**src/sv/mpm_ram.sv**
```systemverilog
// Generic single-write, single-read synchronous RAM with registered read data.
`default_nettype none

module mpm_ram #(
  parameter int WIDTH = 8,
  parameter int DEPTH = 256
) (
  input  wire logic                                   clk,
  input  wire logic                                   we,
  input  wire logic [(DEPTH > 1 ? $clog2(DEPTH) : 1)-1:0] waddr,
  input  wire logic [WIDTH-1:0]                       wdata,
  input  wire logic [(DEPTH > 1 ? $clog2(DEPTH) : 1)-1:0] raddr,
  output logic      [WIDTH-1:0]                       rdata
);

  logic [WIDTH-1:0] mem [DEPTH];
  logic [WIDTH-1:0] rdata_r;

  always_ff @(posedge clk) begin
    if (we) begin
      mem[waddr] <= wdata;
    end
    rdata_r <= mem[raddr];
  end

  assign rdata = rdata_r;

endmodule

`default_nettype wire

```
**config.mk**
```make
export PLATFORM = sky130hd
export DESIGN_NAME = mpm_ram
export DESIGN_NICKNAME = d
export VERILOG_FILES = /design/src/sv/mpm_ram.sv
export SDC_FILE = /design/constraint.sdc
export NUM_CORES = 2
export LEC_CHECK = 0
export BUFFER_PORTS_ARGS = -buffer_cell sky130_fd_sc_hd__buf_2
export CELL_PAD_IN_SITES_DETAIL_PLACEMENT = 1
export CELL_PAD_IN_SITES_GLOBAL_PLACEMENT = 1
export CORE_MARGIN = 2
export CORE_UTILIZATION = 25
export CTS_CLUSTER_DIAMETER = 40
export DETAILED_ROUTE_END_ITERATION = 12
export GPL_ROUTABILITY_DRIVEN = 0
export PLACE_DENSITY = 0.39
export SLEW_MARGIN = 20
export SYNTH_ARGS = -nofsm -noshare
export SYNTH_HDL_FRONTEND = slang
export SYNTH_SLANG_ARGS = --single-unit
export TNS_END_PERCENT = 20
```
**constraint.sdc**
```tcl
create_clock -name clk -period 2.8 [get_ports clk]
set_input_delay 0.14 -clock clk [delete_from_list [all_inputs] [get_ports clk]]
set_output_delay 0.14 -clock clk [all_outputs]
set_load 0.01 [all_outputs]
```
# [Word level (Yosys, flattened, before mapping)]
# Memory sizes are Yosys's and may differ from the RTL's. A register that Yosys moved wholly into a read port is not among the register bits.
# Index checks and enable logic that the tools add are counted.
[word_totals] regBits=0 ramBits=2048 inputBits=26 out_inout_bits=8 word_cells=3 mem_count=1
[op_classes] mux=2
[mem_list] memory="mem" words=256 word_bits=8 rd=1 rd_clocked_by_memory_dff=1 wr=1 line="16" text="logic [WIDTH-1:0] mem [DEPTH];"
[ops] op="1-bit 2-to-1 mux" n=2

# [Logic depth before layout (Yosys ltp)]
[logic_depth] ltp_word=2 ltp_mapped=11 ltp_nobuf=6

# [Least setup slack after synthesis]
# Ideal clock, no wire load.
[synth_path] kind="input to register" startpoint="in raddr[0] (netlist bit)" endpoint="reg rdata_r[2] (netlist: rdata[2]), read port of mem" setup_time_ns=0.131 arrival_time_ns=1.947 required_ns=2.669 path_slack_ns=0.722 path_stages=9 path_buffers=4 path_cell_list="buf_6 buf_12 buf_8 buf_2 mux4_2 a22oi_1 a21oi_1 nor4_1 nor4_2"
[synth_rtl] item="start, declared" line="12" text="input wire logic [(DEPTH > 1 ? $clog2(DEPTH) : 1)-1:0] raddr,"
[synth_rtl] item="end, declared" line="17" text="logic [WIDTH-1:0] rdata_r;"

==> flow_summary.toml <==
[logic_synthesis]
syn_avg_cell_area_sq_um = 21.3
yosys-top-cells-area = "edfxtp_1 (77%), mux4_2 (13%), mux2i_1 (1.7%)"
yosysSeqAreaShare_pct = 77.5
syn_inst = 3733
synthArstFlopShare_pct = 0
synth_area_sq_um = 79600
yosys_warnings = 0
ys_seq_elements = 2056
ys.flop_type = "edfxtp_1"
synth_enable_flop_cells = 2048
ys_types = 55
syn_nets = 3759
synth_top_area_share_pct = 77.3
synth_top_cell_by_area = "edfxtp_1"

[drt]
wl_met2_microns = 126000
postRouteAntennaNets = 0
vias = 41188
dr.pass1.iters = 8
routed_wirelength_microns = 259000
met1Wirelength_microns = 117000
drt-wirelength-per-cell_microns = 28.5
drtIter0Drc = 3356
drc = 0
vias_per_cell = 4.54
wl_met3_microns = 10500
dr.max_layer_used = "met4"

[placed_design]
placedCellCount = 8355
place_area_sq_um = 89500
dpl.hpwl_microns = 168000
dp_slack_ps = -546
numPortBuffers = 33

[worst_setup_path]
path_buf_inv = 1
crit_path_end_kind = "register"
cp_slowest_cell = "nor4_1"
crit_fanout = 1
worstPathCellList = "mux4_2 -> mux4_2 -> nor2b_1 -> nor4_1 -> buf_4 -> nor4_1"
crit_required_ps = 3560
crit_path_start_kind = "register"
cp_slowest_stage_delay_ps = 650
path_class = "reg -> reg"
path_delay_family = "multiplexers"
path_depth = 6
crit_arrival_ps = 3410
reg2reg_depth = 6

[layout]
areaGrowthSynthToFinish_pct = 29.2
finish.net_count = 4596
final-instance-count-excl-fill = 9077
drive_above_1_share_pct = 36.6
final_core_util_pct = 32.4
final_common_cell = "edfxtp_1"
layout_common_cells = "edfxtp_1 (2048), buf_4 (564), mux4_2 (454)"
fin_area_sq_um = 103000

[clock_network]
clock-sinks = 2056
cts_buffer_depth = 4
path_clk_slew_ps = 50
cts_tree = "built"
clk_latency_ps = 890
clock-root-buffer = "clkbuf_16"
cts.htree.levels = 5
cts_buffers = 381

[sta]
timing.final.max_slew_violations = 0
finalHoldViolCount = 0
period_share_pct = 94.8
rsz0062_at_grt = "no"
min_period_ps = 2650
worst_slack_ps = 145
fmax_mhz = 377
relSlewSlack_pct = 27.6
skew_ps = 65.3
worst_pin_slew_ps = 1080
setup_viol = 0

[global_route]
grt_first_pass_wirelength_microns = 364000
grt_pass1_vias = 44415
antenna_found_initial = 25
grt_overflow_total = 0
grtUsageTotal_pct = 15.9
grt_max_degree = 93

[floorplanning]
core_area_sq_um = 317000
dieHeight_microns = 568
die_area_sq_um = 323000
initial_core_util_pct = 25.1
io-pin-count = 34
rows = 207
die_w_microns = 568

[pwr]
leakage_nw = 33.4
power_mw = 84.6
p_int_mw = 66.0
power_density_nw_per_um2 = 823
combPwrFrac_pct = 4.5
ir_worst_vdd_uv = 499
clockPowerShare_pct = 55.3
seqPwrFrac_pct = 40.3
p_sw_mw = 18.6
p_sw_share_pct = 22.0

[run_status]
status = "completed"

[flow_run]
max-cap-violations = 0

[min_path]
hold_class = "in -> reg"
hold_path_depth = 4
what timing repair did:
action / CTS / global route
hold endpoints to repair: 910 / 0
setup buffers: 0 / 0
setup endpoints to repair: 0 / 1
hold buffers: 12 / 0
resized for setup: 0 / 1
state kept, by name, indices dropped and copies added, names as in the netlist:
register  flops
rdata         8
mem        2048
synthesized netlist by cell type (2+ instances only):
library cell and n:
edfxtp_1 2048, mux4_2 454, nor2_1 282, mux2i_1 134
a22oi_1 133, clkbuf_1 111, a21oi_1 96, o221ai_1 46
nand3_1 34, nand2_1 33, buf_2 31, nor2b_1 31
o22ai_1 28, buf_4 27, nor4_1 24, buf_1 22
nor3_1 22, buf_6 21, a211oi_1 16, a221oi_1 13
buf_8 13, nand4_1 10, o211ai_1 10, o21ai_0 10
a22o_1 8, buf_12 8, dfxtp_1 8, nand2b_1 8
and2_1 6, o22a_1 5, o32ai_1 4, or2_2 4
nor4_2 3, a2111oi_0 2, a2111oi_1 2, a311oi_1 2
a31oi_1 2, and3b_1 2, mux4_1 2, nand3b_1 2
o21ai_1 2
path summary, 6_finish.rpt:
kind | from | end | slack (ps)
max | mem[80][4] | rdata[4] | 150
min | waddr[7] | mem[254][1] | 110
max reg2reg | mem[80][4] | rdata[4] | 150
min reg2reg | mem[41][3] | rdata[3] | 1210
layout make-up:
cell class,instances,area (sq um)
clock buffer,415,9770
antenna,9,22.5
fill,31427,214000
tap,4180,5230
sequential,2056,61700
timing repair buffer,687,6210
clock inverter,286,3310
inverter,2,7.51
multi-input combinational,1442,16600
power by group through the flow:
stage	Sequential, mW	Combinational (mW)	Clock (mW)
6_report	34.1	3.77	46.8
2_1_floorplan	34.6	1.65	0
3_3_place_gp	34.6	3.87	0
3_5_place_dp	34.6	3.90	0
4_1_cts	34.1	3.92	47.8
5_1_grt	34.0	4.04	49.1
kinds of logic after synthesis:
| group | Yosys count | synth area share, % |
|---|---|---|
| simple gates | 466 | 2.63 |
| flops | 2056 | 77.5 |
| compound gates | 385 | 3.42 |
| buf+inv | 235 | 1.83 |
| mux | 591 | 14.6 |
worst reg2reg max path: cells and delay by family, from the launching register on:
family                 cells  cell delay (ps)
buffers and inverters      1              280
flip-flops                 1              410
multiplexers               2             1010
AND/OR/NAND/NOR            3              890
through the flow:
| step | TNS, ps | hold slack [ps] |
|---|---|---|
| finish | 0 | 106 |
| global route | 0 | 96.5 |
| CTS | 0 | 27.2 |
| detailed placement | -2690 | 563 |
| global placement | -4580 | 550 |
| floorplan | 0 | 239 |
per-layer routing:
metal,vias to the layer above,track usage (%)
met5,-,0
met4,0,4.25
met3,362,2.37
met2,951,26.2
met1,22297,22.0
li1,17578,-
No activity file was read; power rests on OpenSTA's default activity.
